File: config.mk
export PLATFORM = sky130hd
export DESIGN_NAME = ring_frame_finder_checksum
export DESIGN_NICKNAME = d
export VERILOG_FILES = /design/src/rffc_pkg.sv /design/src/rffc_ram.sv /design/src/ring_frame_finder_checksum.sv
export SDC_FILE = /design/constraint.sdc
export NUM_CORES = 1
export LEC_CHECK = 0
export ABC_AREA = 1
export BUFFER_PORTS_ARGS = -buffer_cell sky130_fd_sc_hd__buf_4
export CORE_MARGIN = 5
export CORE_UTILIZATION = 24
export CTS_BUF_LIST = sky130_fd_sc_hd__clkbuf_16
export CTS_CLUSTER_DIAMETER = 60
export DETAILED_ROUTE_END_ITERATION = 7
export HOLD_SLACK_MARGIN = 0.05
export MAX_ROUTING_LAYER = met4
export PLACE_DENSITY = 0.45
export SLEW_MARGIN = 20
export SYNTH_ARGS = -nofsm -noshare
export SYNTH_HDL_FRONTEND = slang
export SYNTH_SLANG_ARGS = --single-unit
File: constraint.sdc
create_clock -name clk -period 6.17 [get_ports clk]
set_clock_uncertainty 0.1 [all_clocks]
set_input_delay 0.3085 -clock clk [delete_from_list [all_inputs] [get_ports clk]]
set_output_delay 0.3085 -clock clk [all_outputs]
set_load 0.01 [all_outputs]
File: src/rffc_pkg.sv
// ----------------------------------------------------------------------------
// rffc_pkg: shared constants and types for the ring frame finder
// Ring geometry, frame layout offsets, sequencer states and the group count.
// ----------------------------------------------------------------------------
package rffc_pkg;

	localparam int Depth      = 64;
	localparam int AddrW      = $clog2(Depth);
	localparam int LenOffset  = 3;
	localparam int ExtraLen   = 4;
	localparam int IdOffset   = 1;
	localparam int ModeOffset = 2;
	localparam int ParamBytes = 4;
	localparam int GroupBytes = ParamBytes + 1;
	localparam int RawBytes   = (ParamBytes < 4) ? ParamBytes : 4;
	localparam int MaxResults = 50;
	localparam int LenW       = 9;
	localparam int CountW     = 6;

	typedef enum logic [3:0] {
		ST_CLEAR,
		ST_IDLE,
		ST_WRITE,
		ST_HDR_RD,
		ST_HDR_CHK,
		ST_LEN_RD,
		ST_LEN_CHK,
		ST_SUM_RD,
		ST_SUM_ACC,
		ST_CHK,
		ST_OUT_RD,
		ST_OUT_ACC,
		ST_OUT_SEND,
		ST_WIPE
	} state_t;

	// Group count from the length byte: (L-1)/GroupBytes, saturated.
	function automatic logic [CountW-1:0] group_count(input logic [7:0] lbyte);
		logic [7:0] c;
		c = 8'd0;
		for (int v = 1; v < 256; v++) begin
			if (lbyte == 8'(v))
				c = 8'((v - 1) / GroupBytes);
		end
		if (c > 8'(MaxResults))
			c = 8'(MaxResults);
		return c[CountW-1:0];
	endfunction

endpackage

File: src/rffc_ram.sv
// ----------------------------------------------------------------------------
// rffc_ram: generic single-port RAM
// One write or one read per cycle, read data registered.
// ----------------------------------------------------------------------------
module rffc_ram #(
	parameter int Width = 8,
	parameter int Entries = 64
) (
	input  logic                       clk,
	input  logic                       we,
	input  logic [$clog2(Entries)-1:0] addr,
	input  logic [Width-1:0]           wdata,
	output logic [Width-1:0]           rdata
);

	logic [Width-1:0] mem_q [Entries];

	always_ff @(posedge clk) begin
		if (we)
			mem_q[addr] <= wdata;
		rdata <= mem_q[addr];
	end

endmodule

File: src/ring_frame_finder_checksum.sv
// ----------------------------------------------------------------------------
// ring_frame_finder_checksum: header/length/checksum deframer over a byte ring
// Stores each word into a RAM ring, rescans it for a valid frame, emits groups.
// ----------------------------------------------------------------------------
// After reset a clearing pass zeroes every ring slot; no word is taken then.
// Each word is written, then up to 64 header slots are probed, each with a
// read and a compare; on a header hit the length and checksum bytes are read
// over the single RAM port, then each emitted group is gathered and sent, and
// the frame is wiped. Results wait on stall without loss.
module ring_frame_finder_checksum (
	input  logic        clk,
	input  logic        arst_n,
	input  logic        cfg_we,
	input  logic [7:0]  cfg_wdata,
	input  logic        in_valid,
	output logic        in_stall,
	input  logic [7:0]  rx_byte,
	output logic        out_valid,
	input  logic        out_stall,
	output logic [7:0]  robot_id,
	output logic [7:0]  mode_byte,
	output logic [5:0]  param_count,
	output logic [5:0]  param_index,
	output logic        param_valid,
	output logic [7:0]  param_position,
	output logic [31:0] param_raw,
	output logic        last_result
);
	import rffc_pkg::*;

	state_t state_q, state_d;
	logic [7:0]       header_q;
	logic [AddrW-1:0] wptr_q;
	logic [AddrW-1:0] h_q;       // header slot under test
	logic [AddrW:0]   sweep_q;   // clear pass counter
	logic [7:0]       byte_q;    // received word
	logic [7:0]       lbyte_q;
	logic [LenW-1:0]  len_q;
	logic [LenW-1:0]  k_q;       // frame byte offset
	logic [7:0]       sum_q;
	logic [7:0]       id_q, mode_q;
	logic [CountW-1:0] cnt_q, grp_q;
	logic [3:0]       gb_q;      // byte within group
	logic [7:0]       pos_q;
	logic [31:0]      raw_q;
	logic             ovalid_q;

	logic             ram_we;
	logic [AddrW-1:0] ram_addr;
	logic [7:0]       ram_wdata, ram_rdata;
	logic [LenW-1:0]  len_full;
	logic [LenW-1:0]  grp_base;
	logic [LenW-1:0]  rd_off;

	rffc_ram #(.Width(8), .Entries(Depth)) u_ring (
		.clk(clk), .we(ram_we), .addr(ram_addr), .wdata(ram_wdata), .rdata(ram_rdata)
	);

	assign len_full = LenW'(lbyte_q) + LenW'(ExtraLen);
	assign grp_base = LenW'(LenOffset + 1) + LenW'(grp_q) * LenW'(GroupBytes);
	assign rd_off   = grp_base + LenW'(gb_q);

	// Next state.
	always_comb begin
		state_d = state_q;
		case (state_q)
			ST_CLEAR:   if (sweep_q == (AddrW+1)'(Depth - 1)) state_d = ST_IDLE;
			ST_IDLE:    if (in_valid) state_d = ST_WRITE;
			ST_WRITE:   state_d = ST_HDR_RD;
			ST_HDR_RD:  state_d = ST_HDR_CHK;
			ST_HDR_CHK: begin
				if (ram_rdata == header_q)
					state_d = ST_LEN_RD;
				else if (h_q == AddrW'(Depth - 1))
					state_d = ST_IDLE;
				else
					state_d = ST_HDR_RD;
			end
			ST_LEN_RD:  state_d = ST_LEN_CHK;
			ST_LEN_CHK: state_d = ST_SUM_RD;
			ST_SUM_RD:  state_d = ST_SUM_ACC;
			ST_SUM_ACC: state_d = (k_q == len_q - 1'b1) ? ST_CHK : ST_SUM_RD;
			ST_CHK: begin
				if (8'(8'hFF - sum_q) == ram_rdata)
					state_d = ST_OUT_RD;
				else if (h_q == AddrW'(Depth - 1))
					state_d = ST_IDLE;
				else
					state_d = ST_HDR_RD;
			end
			ST_OUT_RD:  state_d = ST_OUT_ACC;
			ST_OUT_ACC: state_d = (gb_q == 4'(ParamBytes)) ? ST_OUT_SEND : ST_OUT_RD;
			ST_OUT_SEND: begin
				if (!ovalid_q || !out_stall) begin
					if (grp_q + 1'b1 >= cnt_q)
						state_d = ST_WIPE;
					else
						state_d = ST_OUT_RD;
				end
			end
			ST_WIPE:    if (k_q == len_q - 1'b1) state_d = ST_IDLE;
			default:    state_d = ST_IDLE;
		endcase
	end

	// RAM port and handshake.
	always_comb begin
		ram_we    = 1'b0;
		ram_addr  = h_q;
		ram_wdata = 8'd0;
		case (state_q)
			ST_CLEAR: begin
				ram_we   = 1'b1;
				ram_addr = sweep_q[AddrW-1:0];
			end
			ST_WRITE: begin
				ram_we    = 1'b1;
				ram_addr  = wptr_q;
				ram_wdata = byte_q;
			end
			ST_HDR_RD: ram_addr = h_q;
			ST_LEN_RD: ram_addr = h_q + AddrW'(LenOffset);
			ST_LEN_CHK, ST_SUM_RD, ST_SUM_ACC: ram_addr = h_q + k_q[AddrW-1:0];
			ST_OUT_RD:  ram_addr = h_q + rd_off[AddrW-1:0];
			ST_WIPE: begin
				ram_we   = 1'b1;
				ram_addr = h_q + k_q[AddrW-1:0];
			end
			default: ram_addr = h_q;
		endcase
	end

	assign in_stall = (state_q != ST_IDLE);

	always_ff @(posedge clk or negedge arst_n) begin
		if (!arst_n) begin
			state_q  <= ST_CLEAR;
			header_q <= 8'd0;
			wptr_q   <= '0;
			sweep_q  <= '0;
			h_q      <= '0;
			ovalid_q <= 1'b0;
			k_q      <= '0;
			grp_q    <= '0;
			gb_q     <= '0;
		end else begin
			state_q <= state_d;
			if (cfg_we)
				header_q <= cfg_wdata;
			if (ovalid_q && !out_stall && state_q != ST_OUT_SEND)
				ovalid_q <= 1'b0;
			case (state_q)
				ST_CLEAR: sweep_q <= sweep_q + 1'b1;
				ST_IDLE: begin
					if (in_valid)
						byte_q <= rx_byte;
				end
				ST_WRITE: begin
					wptr_q <= wptr_q + 1'b1;
					h_q    <= '0;
				end
				ST_HDR_CHK: begin
					if (ram_rdata != header_q)
						h_q <= h_q + 1'b1;
				end
				ST_LEN_CHK: begin
					lbyte_q <= ram_rdata;
					len_q   <= LenW'(ram_rdata) + LenW'(ExtraLen);
					k_q     <= LenW'(1);
					sum_q   <= 8'd0;
				end
				ST_SUM_ACC: begin
					// The byte at offset len-1 is the check byte, kept in rdata.
					if (k_q != len_q - 1'b1) begin
						sum_q <= sum_q + ram_rdata;
						k_q   <= k_q + 1'b1;
					end
				end
				ST_CHK: begin
					cnt_q <= group_count(lbyte_q);
					grp_q <= '0;
					gb_q  <= 4'(IdOffset == 0 ? 0 : 0);
					k_q   <= '0;
					raw_q <= 32'd0;
					if (8'(8'hFF - sum_q) != ram_rdata)
						h_q <= h_q + 1'b1;
				end
				default: ;
			endcase
			// Output gather reads the position and raw bytes of a group.
			if (state_q == ST_OUT_ACC) begin
				if (gb_q == 4'd0)
					pos_q <= ram_rdata;
				else if (gb_q <= 4'(RawBytes))
					raw_q[8*(gb_q-4'd1) +: 8] <= ram_rdata;
				gb_q <= gb_q + 1'b1;
			end
			if (state_q == ST_OUT_SEND && (!ovalid_q || !out_stall)) begin
				ovalid_q  <= 1'b1;
				gb_q      <= '0;
				grp_q     <= grp_q + 1'b1;
				robot_id  <= id_q;
				mode_byte <= mode_q;
				param_count    <= cnt_q;
				param_index    <= (cnt_q != '0) ? grp_q : '0;
				param_valid    <= (cnt_q != '0);
				param_position <= (cnt_q != '0) ? pos_q : 8'd0;
				param_raw      <= (cnt_q != '0) ? raw_q : 32'd0;
				last_result    <= (grp_q + 1'b1 >= cnt_q);
				k_q <= '0;
			end
			if (state_q == ST_WIPE)
				k_q <= k_q + 1'b1;
		end
	end

	// Id and mode are taken during the checksum pass as the bytes go by.
	always_ff @(posedge clk) begin
		if (state_q == ST_SUM_ACC) begin
			if (k_q == LenW'(IdOffset))
				id_q <= ram_rdata;
			if (k_q == LenW'(ModeOffset))
				mode_q <= ram_rdata;
		end
		if (state_q == ST_CHK) begin
			if (len_full <= LenW'(IdOffset))
				id_q <= 8'd0;
		end
	end

	assign out_valid = ovalid_q;

endmodule

== After elaboration in Yosys (flattened, before gate mapping) ==
Memories as Yosys holds them, arrays and structs flattened. A register that Yosys moved wholly into a read port is not among the register bits.
Index checks and enable logic that the tools add are counted.
Widths: inputs -> output; s select.
Storage, ports and cells
  memories kept: 1
  output and inout port bits: 72
  bits in writable memories: 512
  register bits: 216
  logic and storage cells: 655
Memories
  u_ring.mem_q: words 64, bits a word 8, rd ports 1, clocked after Yosys merged registers in 1, write ports 1, RTL line rffc_ram.sv:16  | logic [Width-1:0] mem_q [Entries];
Operators by class
  add/subtract/negate cells: 18
  order comparisons: 4
  reduce and logical (&&, ||, !) cells: 27
  multiply operators: 1
  equality and inequality tests: 284
  shifts and indexed selects: 2
  muxes and demuxes: 292
Operator list (number)
  $mux 8: 256
  $eq 8x8->1 const B: 128
  $eq 8x7->1 const B: 64
  $eq 8x6->1 const B: 32
  $eq 8x5->1 const B: 16
  $mux 32: 4
  $eq 8x4->1 const B: 8
  $pmux 4 s14: 1
  $mux 4: 9
  $neg 32->34: 1
  $shift 8x34->32 const A: 1
  $shiftx 8x34->32: 1
  $bwmux 32: 1
  $pmux 6 s5: 1
  $mux 9: 3
  $pmux 9 s3: 1
  $eq 4x4->1 const B: 6
  $mux 6: 4
  $eq 4x3->1 const B: 5
  $add 6x1->6 const B: 3
  $add 8x3->9 const B: 2
  $pmux 6 s3: 1
  $eq 8x3->1 const B: 2
  $eq 8x8->1: 2
  45 further kinds: 76

== Logic depth before layout (Yosys ltp) ==
  word-level depth: 253
  gate-level depth with buffers: 55

== By module ==
A second synthesis with hierarchy kept.
Second synthesis, totals
  cells, all modules: 3585
  area, all modules: 34102.7 µm²
Modules (own cells, without submodules)
  rffc_ram: instances 1, cells an instance 2170, seq. area each 15534.9 µm², area each 21983.6 µm²
  ring_frame_finder_checksum: instances 1, cells an instance 1415, seq. area each 6090.8 µm², area each 12119.1 µm²

== Least setup slack after synthesis ==
No wires, ideal clock.
  path type: register to register
  start point: register gb_q[2]
  end point: memory u_ring.mem_q[13][0], enable pin
  cell stages (with the launch flop): 19
  slack: 1.499 ns
  arrival time: 4.201 ns
  required time: 5.700 ns
  cells stage by stage: dfrtp_1 -> fa_1 -> inv_1 -> fa_1 -> inv_1 -> ha_1 -> nor2_1 -> fa_1 -> o21ai_0 -> a21oi_1 -> o21ai_0 -> nor2_1 -> inv_1 -> nor3_1 -> buf_2 -> buf_2 -> buf_2 -> nand2_1 -> nor2_1
On the way
  word-level cells in the longest chain between the ends: 3
Ends and longest elaborated chain
  start, declared: RTL line ring_frame_finder_checksum.sv:43  | logic [3:0] gb_q;
  start signal, assigned: RTL line ring_frame_finder_checksum.sv:182  | gb_q <= 4'(IdOffset == 0 ? 0 : 0);
  start signal, assigned: RTL line ring_frame_finder_checksum.sv:196  | gb_q <= gb_q + 1'b1;
  $add 6x4->6: RTL line ring_frame_finder_checksum.sv:61  | assign rd_off = grp_base + LenW'(gb_q);
  $add 6x6->6: RTL line ring_frame_finder_checksum.sv:124  | ST_OUT_RD: ram_addr = h_q + rd_off[AddrW-1:0];
  $pmux 6 s5: RTL line ring_frame_finder_checksum.sv:111  | case (state_q)
  end, declared: RTL line rffc_ram.sv:16
Every way passes these cells.

== Worst setup path after layout ==
  start point: register grp_q[0]
  end point: register u_ring.rdata[1], read port of u_ring.mem_q
On the way
  word-level cells in the longest chain between the ends: 5
Ends and longest elaborated chain
  start, declared: RTL line ring_frame_finder_checksum.sv:42  | logic [CountW-1:0] cnt_q, grp_q;
  start signal, assigned: RTL line ring_frame_finder_checksum.sv:201  | grp_q <= grp_q + 1'b1;
  $mul 6x3->6: RTL line ring_frame_finder_checksum.sv:60  | assign grp_base = LenW'(LenOffset + 1) + LenW'(grp_q) * LenW'(GroupBytes);
  $add 3x6->6: RTL line ring_frame_finder_checksum.sv:60
  $add 6x4->6: RTL line ring_frame_finder_checksum.sv:61
  $add 6x6->6: RTL line ring_frame_finder_checksum.sv:124
  $pmux 6 s5: RTL line ring_frame_finder_checksum.sv:111
  end, declared: RTL line rffc_ram.sv:13  | output logic [Width-1:0] rdata
Every way passes these cells.
A chain may end at the register's enable or synchronous reset.

==> impl.org <==
** Status
- Run status :: complete, no violations

** Min path
- The worst hold path begins at in_valid.
- The path with the worst hold slack has its endpoint at byte_q[5]$_DFFE_PP_.
- The worst hold path was traced through 3 stages.
- In this run the worst hold path is classified as in2reg.

** Cells and area
- Share of cells above drive strength 1 :: 0.1448
- Summing all multi-input logic gate instances after layout gives 8195 µm².
- Area grow syn2layout :: 21.99%
- The count of cells in the finished layout, fillers not included, comes to 4580.
- The net count of the finished layout is 2857.
- Final antenna diode count :: 0
- Layout Cell Area excl Fill :: 37920 µm²
- Summing all flip-flop and latch instances after layout gives 21630 µm².
- Fraction of the core area covered by cells at the end of the flow :: 0.2936
- The layout has 13.32k filler cells.

** Clock network
- CTS buffer count :: 85
- Deepest clock path buffer count :: 3
- Cells resized by post-CTS repair :: 0
- Number of sinks driven by the clock tree :: 734
- CTS root buffer :: clkbuf_16
- CTS tree :: built
- For this design, the CTS-stage hold fixing added 34 buffers.
- At the later pin of the worst-skew pair, clock insertion delay measures 0.66 ns.
- The clock tree synthesis step divided the H-tree into 3 levels.
- After clock tree synthesis, the clock-pin slew on the worst setup and hold paths is 0.06 ns.
- Buffer count from post-CTS setup fixing :: 0

** Floorplan
- The floorplan step defined a core boundary enclosing 129200 µm².
- For this configuration, the core starts out at a cell density of 0.2407.
- The die is 369.9 µm tall.
- For this design the top-level I/O count stands at 93.
- Die area :: 136800 µm²
- From left edge to right edge, the die measures 369.9 µm.
- The floorplan has 132 rows.

** Place
- In this run the cell area measured after placement is 34840 µm².
- The number of placed instances, taps included, is 4388.
- Count of input and output buffers :: 92
- The congestion estimate from routability-driven global placement came to 0.8824.
- Detailed Place HPWL :: 60.58 mm

** Power
- In this run the power spent charging and discharging nets is 6261 µW.
- Max VDD drop :: 0.4710 mV
- Internal power contribution :: 10480 µW
- P per Cell Area :: 441.6 nW/µm²
- The share of total power dissipated in the clock network is 0.293.
- Of the total power, the share spent switching nets is 0.3739.
- Part of the power in registers :: 0.367
- LEAKAGE :: 0.01402 µW
- The share of total power dissipated in combinational logic is 0.340.

** Critical path
- Broken down by cell family, the worst path's largest delay share belongs to adder cells.
- Register-to-register setup slack :: 0.63 ns
- WP buf/inv :: 3
- Worst Reg2Reg Path Length in Cells :: 18
- The worst setup path is captured at a flip-flop.
- The worst register-to-register path ends at u_ring.rdata[1]$_DFF_P_.
- Cell repeated most along the worst path :: fa_1
- Startpoint class of the critical path :: flip-flop
- Cells along the critical path :: fa_1 > inv_1 > fa_1 > inv_1 > ha_1 > nor2_1 > fa_1 > o21ai_0 > a21oi_1 > o21ai_0 > nor2_1 > nor3_4 > buf_4 > a22o_1 > a221oi_1 > nand4_1 > a221oi_1 > nand2_1
- Delay contributed by the slowest stage of the critical path :: 0.68 ns
- On the critical path, the stage with the largest delay is an instance of a221oi_1.
- Req. time, crit path :: 6.58 ns
- Worst path arrival time :: 5.95 ns
- In this run the critical register-to-register path is launched from grp_q[0]$_DFFE_PN0P_.
- Largest fanout on the critical path :: 14
- Category of the most critical setup path :: reg2reg

** Drt
- Routed len/inst :: 20.32 µm
- Detailed routing inserted a total of 20.54k vias.
- The pre-antenna-repair detailed-routing pass consisted of 7 iterations.
- In the routed design, unresolved DRC markers number 0.
- In the routed layout, each cell is associated on average with a via count of 4.484.
- Once detail routing completed, the nets flagged for antenna violations numbered 0.
- After the first detailed-routing iteration, the DRC count stood at 1632.
- Summed over all layers, the routed wires come to 93.07 mm.

** Timing
- Tmin final :: 5.543 ns
- Highest Clock Rate :: 180.4 MHz
- Max-Slew Margin vs Limit :: 0.3205
- Slew Limit Fails :: 0
- Setup violations remaining at the end of the flow were counted as 0.
- RSZ-0062 raised after global routing :: no
- Setup total negative slack on the finished layout was measured at 0 ns.
- Slew at the pin with the worst max-slew slack :: 1.016 ns
- Dividing the final minimum period by the clock period gives 0.8983.
- Hold violation total from the final report :: 0

** Global routing
- Pin count of the biggest net entering global routing :: 68
- In the global route stage, overall resource usage came out at 0.1363.
- Vias in the first global route :: 20.61k
- The initial antenna violation count is 1.
- The first global-routing pass estimated 137.1 mm of wire.
- Summed over all layers, the global routing overflow is 0.

** Yosys
- The number of different library cells used by synthesis comes to 56.
- Yosys instantiated no cell more often than edfxtp_1.
- The share of synthesized area in the top cell type comes to 0.6444.
- Main flop type after synthesis :: edfxtp_1
- Number of flops mapped to enable cells by yosys :: 667
- For this run, the register share of the synthesized area comes to 0.6958.
- Syn Nets :: 2590
- Async S/R FF share, synth :: 0.06948
- After synthesis, the mean cell area works out to 12.43 µm².
- After technology mapping, the gate count stands at 2500.
- Of all cell types, the one taking the most synthesized area is edfxtp_1.
- Post-synth top cells :: edfxtp_1, nand2_1, inv_1
- Ranked by total cell area, the synthesized netlist is headed by edfxtp_1, nand2_1, dfrtp_1.
- The Yosys step of the flow raised 0 warnings.
- Post-synthesis sequential element count :: 734
- The cell area that synthesis handed to floorplanning was 31080 µm².

** Flow run
- Number of maximum-capacitance violations :: 0
-- flip-flops by register name (all words and copies together) (netlist names), 9 cells and up --
register and cells:
u_ring.mem_q 512, k_q 9, param_raw 32, raw_q 32
-- power by group through the flow --
stage	logic [µW]	clock network [µW]	registers, µW
3_3_place_gp	5720	0	6250
2_1_floorplan	3050	0	6180
5_1_grt	6130	5240	6180
4_1_cts	5750	5040	6150
6_report	5690	4910	6150
3_5_place_dp	5710	0	6250
-- layout make-up --
| cell class | count | share of cell area |
|---|---|---|
| Sequential cell | 734 | 0.5703 |
| Multi-Input combinational cell | 1413 | 0.2161 |
| Clock buffer | 88 | 0.05808 |
| Tap cell | 1742 | 0.05748 |
| Timing Repair Buffer | 255 | 0.05623 |
| Inverter | 278 | 0.02752 |
| Clock inverter | 70 | 0.01422 |
-- worst register-to-register path: cells and delay by family, from the launching register on --
kind	cells	cell delay (ns)
flip-flops	1	0.48
AO/OA/AOI/OAI	6	1.52
buffers and inverters	3	0.39
AND/OR/NAND/NOR	5	1.20
adder cells (fa/ha/maj)	4	1.70
-- worst max path at each step --
stage,slack [ns],end,cells past startpoint,start
2_1_floorplan,1.50,u_ring.mem_q[13][0]$_DFFE_PP_,18,gb_q[2]$_DFFE_PN0P_
3_3_place_gp,0.66,u_ring.rdata[1]$_DFF_P_,18,grp_q[0]$_DFFE_PN0P_
3_5_place_dp,0.66,u_ring.rdata[1]$_DFF_P_,18,grp_q[0]$_DFFE_PN0P_
4_1_cts,0.63,u_ring.rdata[1]$_DFF_P_,18,gb_q[2]$_DFFE_PN0P_
5_1_grt,0.33,u_ring.rdata[1]$_DFF_P_,18,grp_q[0]$_DFFE_PN0P_
6_report,0.63,u_ring.rdata[1]$_DFF_P_,18,grp_q[0]$_DFFE_PN0P_
-- layer usage --
layer	vias up	track usage	wire length, µm
met1	10197	0.1833	42640
met4	0	0.03245	1872
met2	603	0.2167	43460
met5	-	-	0
li1	9607	-	-
met3	131	0.02234	5098
-- through the flow --
step | setup slack (ns) | power (µW) | hold slack (ns)
3_5_place_dp | 0.6641 | 11960 | 0.1451
4_1_cts | 0.6283 | 16950 | 0.1553
5_1_grt | 0.3326 | 17550 | 0.1758
3_3_place_gp | 0.6627 | 11970 | 0.1476
2_1_floorplan | 1.499 | 9228 | -0.08709
6_report | 0.6274 | 16740 | 0.1924
-- cell usage in the layout, fill, tap and decap left out, types with 11 or more instances in the layout --
master / instances
o21ai_0: 84
nand4_1: 77
buf_4: 210
nand3_1: 70
edfxtp_1: 667
dlygate4sd3_1: 33
clkbuf_16: 88
nand2_1: 428
a22o_1: 32
a21oi_1: 39
nor2_1: 210
inv_2: 18
dfrtp_1: 51
clkinv_2: 20
ha_1: 59
xnor2_1: 20
buf_12: 11
clkinv_1: 17
a221oi_1: 44
xor2_1: 27
inv_1: 273
nor3_1: 29
dfxtp_1: 16
a22oi_1: 161
-- cell families after synthesis --
kind of cell               Yosys count  share of synthesized area
buffers and inverters              353                    0.04444
DFF                                734                     0.6958
AOI/OAI and AO/OA                  421                    0.09504
adders and majority gates           69                    0.03019
xor gates and xnor gates            47                    0.01324
muxes                                1                  0.0003623
and+or+nand+nor                    875                     0.1210
No activity file was read; power rests on OpenSTA's default activity.
